[src/design/cartridge_bank_mapper_with_irq_timer_defines.svh]
// Assertion macros shared by the cartridge bank mapper.
`ifndef CARTRIDGE_BANK_MAPPER_WITH_IRQ_TIMER_DEFINES_SVH
`define CARTRIDGE_BANK_MAPPER_WITH_IRQ_TIMER_DEFINES_SVH

// The consequent must hold in the same cycle as the antecedent.
`define CBM_ASSERT_SAME(label, clk, rst, ante, cons, msg) \
   label: assert property (@(posedge clk) disable iff (rst) (ante) |-> (cons)) \
      else $error(msg);

// The consequent must hold in the cycle after the antecedent.
`define CBM_ASSERT_NEXT(label, clk, rst, ante, cons, msg) \
   label: assert property (@(posedge clk) disable iff (rst) (ante) |=> (cons)) \
      else $error(msg);

`endif

[src/design/cbm_pkg.sv]
// Types and constants of the cartridge bank mapper.
`timescale 1ns / 1ps
`default_nettype none

package cbm_pkg;

   typedef enum logic [1:0] {
      KIND_WRITE     = 2'd0,
      KIND_TICK      = 2'd1,
      KIND_CPU_XLATE = 2'd2,
      KIND_PPU_XLATE = 2'd3
   } kind_type;

   localparam logic [3:0] REGION_LATCH0 = 4'h8;
   localparam logic [3:0] REGION_LATCH1 = 4'h9;
   localparam logic [3:0] REGION_LATCH2 = 4'hA;
   localparam logic [3:0] REGION_LATCH3 = 4'hB;
   localparam logic [3:0] REGION_ENABLE = 4'hC;
   localparam logic [3:0] REGION_ACK    = 4'hD;
   localparam logic [3:0] REGION_SELECT = 4'hE;
   localparam logic [3:0] REGION_BANK   = 4'hF;

   localparam logic [1:0] SUB_PRG_HIGH = 2'b00;
   localparam logic [1:0] SUB_NONE     = 2'b01;
   localparam logic [1:0] SUB_MIRROR   = 2'b10;
   localparam logic [1:0] SUB_CHR      = 2'b11;

   localparam logic [15:0] TIMER_MAX      = 16'hFFFF;
   localparam logic [7:0]  FIXED_TOP_BANK = 8'd31;

   typedef struct packed {
      logic [1:0]  kind;
      logic [15:0] addr;
      logic [7:0]  data;
   } req_item_type;

   typedef struct packed {
      logic       irq_line;
      logic [7:0] bank;
      logic       is_ram;
      logic       mirror_vertical;
   } rsp_item_type;

   typedef struct packed {
      logic [1:0] kind;
      logic       use_prg;
      logic       fixed_top;
      logic       is_ram;
      logic       irq;
      logic       mirror;
   } stage_type;

endpackage

`default_nettype wire

[src/design/cartridge_bank_mapper_with_irq_timer.sv]
// Top level of the cartridge bank mapper with its cycle-counting IRQ timer.
//
// The req_ channel carries one transaction per CPU write, CPU cycle tick or
// address translation; the rsp_ channel returns exactly one transaction for
// each, in order, holding the IRQ line and mirroring after that transaction
// and the selected bank for translations.
// Bank registers live in small synchronous memories that are written and read
// in the cycle a transaction is accepted; the registered read data is formed
// into the result and held in an output register; rsp_valid rises once the
// result has passed from the read-stage registers into the output register,
// and a receiver stall can hold it in the read stage meanwhile.
// Throughput is one transaction per clock while the receiver does not stall; the
// memory read port and the output register set that figure.
// A synchronous reset clears all control state and the entry valid bits, so
// every bank register reads as zero until written.
// When the receiver stalls, the output register holds its transaction and one
// more is held in the read stage; req_stall rises only when both are full.
`timescale 1ns / 1ps
`default_nettype none
`include "cartridge_bank_mapper_with_irq_timer_defines.svh"

module cartridge_bank_mapper_with_irq_timer (
   input  wire logic                  clock,
   input  wire logic                  reset,
   input  wire logic                  req_valid,
   output logic                       req_stall,
   input  wire cbm_pkg::req_item_type req_item,
   output logic                       rsp_valid,
   input  wire logic                  rsp_stall,
   output cbm_pkg::rsp_item_type      rsp_item
);

   logic [3:0]  prg_lo_mem [4];
   logic        prg_hi_mem [4];
   logic [7:0]  chr_mem [8];
   logic [3:0]  prg_lo_vld_ff, prg_hi_vld_ff;
   logic [7:0]  chr_vld_ff;

   logic [3:0]  prg_select_ff, prg_select_in;
   logic        mirror_ff, mirror_in;
   logic [15:0] count_ff, count_in;
   logic [15:0] reload_ff, reload_in;
   logic [2:0]  enable_ff, enable_in;
   logic        irq_ff, irq_in;

   logic        accept, s1_advance;
   logic        s1_valid_ff, o_valid_ff;
   cbm_pkg::stage_type    s1_ff, s1_in;
   cbm_pkg::rsp_item_type o_item_ff, s1_result;

   logic [3:0]  prg_lo_q_ff;
   logic        prg_hi_q_ff;
   logic [7:0]  chr_q_ff;
   logic        prg_lo_qv_ff, prg_hi_qv_ff, chr_qv_ff;

   logic        prg_lo_we, prg_hi_we, chr_we;
   logic [1:0]  prg_lo_wa, prg_hi_wa;
   logic [2:0]  chr_wa;
   logic [3:0]  region;
   logic [1:0]  prg_ra;
   logic [2:0]  chr_ra;

   assign s1_advance = !o_valid_ff || !rsp_stall;
   assign req_stall  = s1_valid_ff && !s1_advance;
   assign accept     = req_valid && !req_stall;
   assign rsp_valid  = o_valid_ff;
   assign rsp_item   = o_item_ff;

   assign region        = req_item.addr[15:12];
   assign prg_lo_wa     = prg_select_ff[1:0] - 2'd1;
   assign prg_hi_wa     = req_item.addr[1:0];
   assign chr_wa        = req_item.addr[2:0];
   assign prg_ra        = req_item.addr[14:13];
   assign chr_ra        = req_item.addr[12:10];

   always_comb begin
      prg_select_in = prg_select_ff;
      mirror_in     = mirror_ff;
      count_in      = count_ff;
      reload_in     = reload_ff;
      enable_in     = enable_ff;
      irq_in        = irq_ff;
      prg_lo_we     = 1'b0;
      prg_hi_we     = 1'b0;
      chr_we        = 1'b0;
      if (accept) begin
         case (req_item.kind)
            cbm_pkg::KIND_WRITE: begin
               if (req_item.addr[15]) begin
                  case (region)
                     cbm_pkg::REGION_LATCH0: reload_in[3:0]   = req_item.data[3:0];
                     cbm_pkg::REGION_LATCH1: reload_in[7:4]   = req_item.data[3:0];
                     cbm_pkg::REGION_LATCH2: reload_in[11:8]  = req_item.data[3:0];
                     cbm_pkg::REGION_LATCH3: reload_in[15:12] = req_item.data[3:0];
                     cbm_pkg::REGION_ENABLE: begin
                        enable_in = req_item.data[2:0];
                        if (req_item.data[1]) begin
                           count_in = reload_ff;
                        end
                        irq_in = 1'b0;
                     end
                     cbm_pkg::REGION_ACK: begin
                        enable_in[1] = enable_ff[0];
                        irq_in       = 1'b0;
                     end
                     cbm_pkg::REGION_SELECT: prg_select_in = req_item.data[3:0];
                     default: begin
                        prg_lo_we = (prg_select_ff >= 4'd1) && (prg_select_ff <= 4'd4);
                        case (req_item.addr[11:10])
                           cbm_pkg::SUB_PRG_HIGH: prg_hi_we = 1'b1;
                           cbm_pkg::SUB_MIRROR:   mirror_in = req_item.data[0];
                           cbm_pkg::SUB_CHR:      chr_we    = 1'b1;
                           default: ;
                        endcase
                     end
                  endcase
               end
            end
            cbm_pkg::KIND_TICK: begin
               if (enable_ff[1]) begin
                  if (count_ff == cbm_pkg::TIMER_MAX) begin
                     count_in = reload_ff;
                     irq_in   = 1'b1;
                  end else begin
                     count_in = count_ff + 16'd1;
                  end
               end
            end
            default: ;
         endcase
      end
   end

   always_comb begin
      s1_in.kind      = req_item.kind;
      s1_in.use_prg   = req_item.addr[15] && (req_item.addr[14:13] != 2'b11);
      s1_in.fixed_top = req_item.addr[15] && (req_item.addr[14:13] == 2'b11);
      s1_in.is_ram    = (req_item.kind == cbm_pkg::KIND_CPU_XLATE)
                        && (req_item.addr[15:13] == 3'b011);
      s1_in.irq       = irq_in;
      s1_in.mirror    = mirror_in;
   end

   always_comb begin
      s1_result.irq_line        = s1_ff.irq;
      s1_result.is_ram          = s1_ff.is_ram;
      s1_result.mirror_vertical = s1_ff.mirror;
      case (s1_ff.kind)
         cbm_pkg::KIND_CPU_XLATE: begin
            if (s1_ff.fixed_top) begin
               s1_result.bank = cbm_pkg::FIXED_TOP_BANK;
            end else if (s1_ff.use_prg) begin
               s1_result.bank = {3'b000, prg_hi_q_ff && prg_hi_qv_ff,
                                 prg_lo_qv_ff ? prg_lo_q_ff : 4'd0};
            end else begin
               s1_result.bank = 8'd0;
            end
         end
         cbm_pkg::KIND_PPU_XLATE: s1_result.bank = chr_qv_ff ? chr_q_ff : 8'd0;
         default:                 s1_result.bank = 8'd0;
      endcase
   end

   always_ff @(posedge clock) begin
      if (prg_lo_we) begin
         prg_lo_mem[prg_lo_wa] <= req_item.data[3:0];
      end
      if (prg_hi_we) begin
         prg_hi_mem[prg_hi_wa] <= req_item.data[4];
      end
      if (chr_we) begin
         chr_mem[chr_wa] <= req_item.data;
      end
      if (accept) begin
         prg_lo_q_ff <= prg_lo_mem[prg_ra];
         prg_hi_q_ff <= prg_hi_mem[prg_ra];
         chr_q_ff    <= chr_mem[chr_ra];
         s1_ff       <= s1_in;
      end
      if (s1_valid_ff && s1_advance) begin
         o_item_ff <= s1_result;
      end
   end

   always_ff @(posedge clock) begin
      if (reset) begin
         prg_lo_vld_ff <= 4'd0;
         prg_hi_vld_ff <= 4'd0;
         chr_vld_ff    <= 8'd0;
         prg_lo_qv_ff  <= 1'b0;
         prg_hi_qv_ff  <= 1'b0;
         chr_qv_ff     <= 1'b0;
         prg_select_ff <= 4'd0;
         mirror_ff     <= 1'b0;
         count_ff      <= 16'd0;
         reload_ff     <= 16'd0;
         enable_ff     <= 3'd0;
         irq_ff        <= 1'b0;
         s1_valid_ff   <= 1'b0;
         o_valid_ff    <= 1'b0;
      end else begin
         if (prg_lo_we) begin
            prg_lo_vld_ff[prg_lo_wa] <= 1'b1;
         end
         if (prg_hi_we) begin
            prg_hi_vld_ff[prg_hi_wa] <= 1'b1;
         end
         if (chr_we) begin
            chr_vld_ff[chr_wa] <= 1'b1;
         end
         if (accept) begin
            prg_lo_qv_ff <= prg_lo_vld_ff[prg_ra];
            prg_hi_qv_ff <= prg_hi_vld_ff[prg_ra];
            chr_qv_ff    <= chr_vld_ff[chr_ra];
         end
         prg_select_ff <= prg_select_in;
         mirror_ff     <= mirror_in;
         count_ff      <= count_in;
         reload_ff     <= reload_in;
         enable_ff     <= enable_in;
         irq_ff        <= irq_in;
         if (accept) begin
            s1_valid_ff <= 1'b1;
         end else if (s1_advance) begin
            s1_valid_ff <= 1'b0;
         end
         if (s1_valid_ff && s1_advance) begin
            o_valid_ff <= 1'b1;
         end else if (!rsp_stall) begin
            o_valid_ff <= 1'b0;
         end
      end
   end

   `CBM_ASSERT_SAME(a_stall_only_when_full, clock, reset, req_stall,
      s1_valid_ff && o_valid_ff, "input stalled while a stage was free")

   `CBM_ASSERT_NEXT(a_wrap_raises_irq, clock, reset,
      accept && (req_item.kind == cbm_pkg::KIND_TICK) && enable_ff[1]
         && (count_ff == cbm_pkg::TIMER_MAX),
      irq_ff && (count_ff == $past(reload_ff)), "timer wrap did not raise the IRQ")

   `CBM_ASSERT_NEXT(a_ack_clears_irq, clock, reset,
      accept && (req_item.kind == cbm_pkg::KIND_WRITE) && req_item.addr[15]
         && ((region == cbm_pkg::REGION_ENABLE) || (region == cbm_pkg::REGION_ACK)),
      !irq_ff, "acknowledge did not clear the IRQ")

   `CBM_ASSERT_SAME(a_no_bank_for_updates, clock, reset,
      s1_valid_ff && ((s1_ff.kind == cbm_pkg::KIND_WRITE)
         || (s1_ff.kind == cbm_pkg::KIND_TICK)),
      (s1_result.bank == 8'd0) && !s1_result.is_ram,
      "write or tick transaction returned a bank")

endmodule

`default_nettype wire
[config.mk]
export PLATFORM = sky130hd
export DESIGN_NAME = cartridge_bank_mapper_with_irq_timer
export DESIGN_NICKNAME = d
export VERILOG_FILES = /design/src/design/cbm_pkg.sv /design/src/design/cartridge_bank_mapper_with_irq_timer.sv
export VERILOG_INCLUDE_DIRS = /design/src /design/src/design
export SDC_FILE = /design/constraint.sdc
export NUM_CORES = 1
export LEC_CHECK = 0
export ABC_CLOCK_PERIOD_IN_PS = 3800
export BUFFER_PORTS_ARGS = -buffer_cell sky130_fd_sc_hd__buf_2
export CORE_UTILIZATION = 35
export CTS_CLUSTER_DIAMETER = 50
export CTS_CLUSTER_SIZE = 24
export DETAILED_ROUTE_END_ITERATION = 8
export SYNTH_ARGS = -nofsm -noshare
export SYNTH_HDL_FRONTEND = slang
export SYNTH_SLANG_ARGS = --single-unit
[constraint.sdc]
create_clock -name clock -period 3.8 [get_ports clock]
set_clock_uncertainty 0.15 [all_clocks]
set_input_delay 0.38 -clock clock [delete_from_list [all_inputs] [get_ports clock]]
set_output_delay 0.38 -clock clock [all_outputs]
set_load 0.01 [all_outputs]
==> metrics.txt <==
placed cell count about 830; HP Class in2reg; Distinct cells, synth 60; Die Span X 146.7 um; hold buffer count at cts 0; Layout area overhead 13.98%; Crit path max-delay family simple AND/OR/NAND/NOR gates; Final period util 65.96%; Post-Syn Nets 569; worst setup path class reg2reg; largest net degree at the start of global routing 39; number of global-route vias before repair 4402; Post-CTS Setup Inserts 0; share of post-route cells with drive strength above 1 23.55%; DIE AREA 0.02151 mm^2; Synth Register Bits about 180; CTS Root Buffer Type clkbuf_16; Async S/R FF share, synth 0%; Worst-Skew Late Latency 0.43 ns; Final Hold Viols 0; GP Congestion ~0.87; Final HPWL DP 9911 um; minimum clock period 2.506 ns; Power Density 463.7 mW/mm^2; post-CTS sizing 0; CTS HTree Levels 4; # IOs 43; status completed; antenna cell count 0; fmax 399.0 MHz; Rel. slew slack 25.19%; Data arrival, critical path 2.48 ns; number of synthesized flops with an enable pin 115; MaxCap Viol Count 0; row count 52; Die Height 146.7 um; clk sink count 176; WP data required 3.78 ns; Crit Path Max Fanout 8; global-route wire length before repair 23850 um; Finish-stage setup viols 0; Mapped Area ~0.0073 mm^2; routed vias/inst approximately 5.3; CTS tree yes; Synth Flop Type edfxtp_1; DR WL/cell 17.56 um; Slew @ Worst Pin 1.121 ns; TNS Setup 0 ns; maximum VDD drop 245.0 uV; 1st-iter DRT viols 449; Residual DRC 0; leakage 2.793 nW; register area share after synthesis 63.83%; end-of-flow core utilization between 40% and 50%; crit end category flip-flop; DRT Wirelength between 15000 and 20000 um; CTS max path bufs 2; Max stage delay on crit path 0.73 ns; Vias 4516; Total GRT Usage 14.57%; slowest CP cell or4_1; Initial Utilization between 30 and 40%; Post-Layout Cell Count 856; RSZ-0062 raised after global routing no; Synth Area per Inst 13.61 um^2; IO Port Bufs 35; Reg clk slew, reported paths 0.07 ns; Layout fillers 1852; Final Max Tran Viols 0; CP cell instances nand3_1 > inv_2 > nor4_4 > buf_4 > nand2_2 > or4_1 > nor2_1 > buf_4; warnings from Yosys 0; number of routed nets with antenna violations 0; Total Nets Final 605; Worst setup SP type flip-flop; GRT overflow 0; Synth Instances 538; initial antenna violation count 0; DRT Pass-1 Iters 5; Buffers & Inverters on Critical Path 3; CTS buffer count 17; core region area between 0.02 and 0.025 mm^2; critical path's most frequent cell buf_4
[layout by cell type (no fill, tap or decap), types with 9 or more instances in the layout]
cell type and instances:
o21ai_0 20, nand3_1 26, nor2_1 43, a21oi_1 13, dfxtp_1 61, buf_2 35, nand2_1 30, mux4_2 25
inv_1 11, clkbuf_16 17, mux2i_1 25, mux2_2 9, edfxtp_1 115, buf_4 11, a31oi_1 13
[state kept, by name (all words and copies together) (netlist names), 2 cells and up]
| register | count |
|---|---|
| prg_hi_mem | 4 |
| s1_ff | 7 |
| prg_hi_vld_ff | 4 |
| rsp_item | 11 |
| chr_mem | 64 |
| prg_lo_mem | 16 |
| enable_ff | 2 |
| prg_lo_q_ff | 4 |
| chr_q_ff | 8 |
| chr_vld_ff | 8 |
| prg_lo_vld_ff | 4 |
| count_ff | 16 |
| prg_select_ff | 4 |
| reload_ff | 16 |
[per-stage QoR]
step	setup WS (ns)	hold WS, ns	power, mW	area [um^2]
floorplan	1.157	0.2503	2.213	7323
global placement	1.000	0.2510	2.279	7797
detailed placement	1.028	0.2580	2.284	7797
CTS	1.305	0.05435	3.905	8347
global route	1.127	0.06875	3.995	8347
finish	1.294	0.06715	3.871	8347
[Yosys cell counts, types with 2 or more instances]
cell / n / area share [%]
a211o_1: 2 / 0.24
a211oi_1: 3 / 0.31
a21o_1: 2 / 0.20
a21oi_1: 13 / 0.89
a311oi_1: 2 / 0.24
a31oi_1: 13 / 1.1
a41o_1: 2 / 0.27
and2_1: 5 / 0.43
and2b_1: 2 / 0.20
and3_1: 7 / 0.60
buf_1: 2 / 0.10
buf_2: 6 / 0.41
buf_4: 2 / 0.20
clkbuf_1: 19 / 0.97
dfxtp_1: 61 / 17
edfxtp_1: 115 / 47
inv_1: 11 / 0.56
inv_2: 2 / 0.10
mux2_2: 9 / 1.4
mux2i_1: 25 / 3.4
mux4_2: 25 / 7.7
nand2_1: 30 / 1.5
nand2_2: 2 / 0.17
nand2b_1: 7 / 0.60
nand3_1: 26 / 1.8
nand4_1: 4 / 0.34
nand4b_1: 3 / 0.36
nor2_1: 44 / 2.3
nor2b_1: 3 / 0.26
nor3_1: 8 / 0.55
nor3_2: 2 / 0.27
nor3b_1: 4 / 0.41
nor4_1: 7 / 0.60
nor4_4: 2 / 0.58
nor4b_1: 2 / 0.24
o21ai_0: 20 / 1.4
o21ba_1: 2 / 0.27
o21ba_2: 6 / 0.82
o22ai_1: 8 / 0.68
o32ai_1: 2 / 0.24
or2_2: 3 / 0.26
or3_1: 5 / 0.43
or4_1: 3 / 0.31
[where the power goes]
group | internal, mW | total, mW | switching [mW] | leakage, nW
clock network | 0.859 | 1.63 | 0.773 | 0.272
logic | 0.0609 | 0.173 | 0.112 | 0.973
registers | 2.06 | 2.07 | 0.00793 | 1.55
[worst paths after layout]
check	cells after the start	to	from	slack (ns)
worst max-delay path	8	chr_mem[6][0]$_DFFE_PP_	s1_valid_ff$_SDFFE_PP0P_	1.29
worst min-delay path	1	chr_mem[2][5]$_DFFE_PP_	req_item[5]	0.07
worst max register to register	8	chr_mem[6][0]$_DFFE_PP_	s1_valid_ff$_SDFFE_PP0P_	1.29
worst min register to register	0	rsp_item[10]$_DFFE_PP_	s1_ff[1]$_DFFE_PP_	0.27
[layer usage]
| metal | global-route usage, % | part of all wire, % | vias up |
|---|---|---|---|
| met5 | 0 | 0 | - |
| met4 | 5.052 | 1.3 | 0 |
| met3 | 3.094 | 3.9 | 13 |
| met2 | 22.46 | 47 | 115 |
| met1 | 20.30 | 48 | 2252 |
| li1 | - | - | 2136 |
[cells by family after synthesis]
family | synth area share [%]
AO/OA/AOI/OAI | 7.808
multiplexers | 12.49
flip-flops | 63.83
buffers and inverters | 2.358
adder cells (fa/ha/maj) | 0.1708
AND/OR/NAND/NOR | 13.34
[area by class of cell]
cell class / count / area (um^2) / area share, %
clock buffer: 17 / 425.4 / 5.097
clock inverter: 14 / 123.9 / 1.484
inverter: 13 / 48.80 / 0.5846
multi-input combinational: 320 / 2479 / 29.70
sequential: 176 / 4674 / 56.00
tap: 270 / 337.8 / 4.047
timing repair buffer: 46 / 257.7 / 3.088
[worst register-to-register path, cell delays in order, from the launching register on]
cell and delay (ns):
dfxtp_1 0.32, nand3_1 0.11, inv_2 0.09, nor4_4 0.13
buf_4 0.20, nand2_2 0.11, or4_1 0.73, nor2_1 0.17
buf_4 0.21
(Power assumes the default switching activity.)
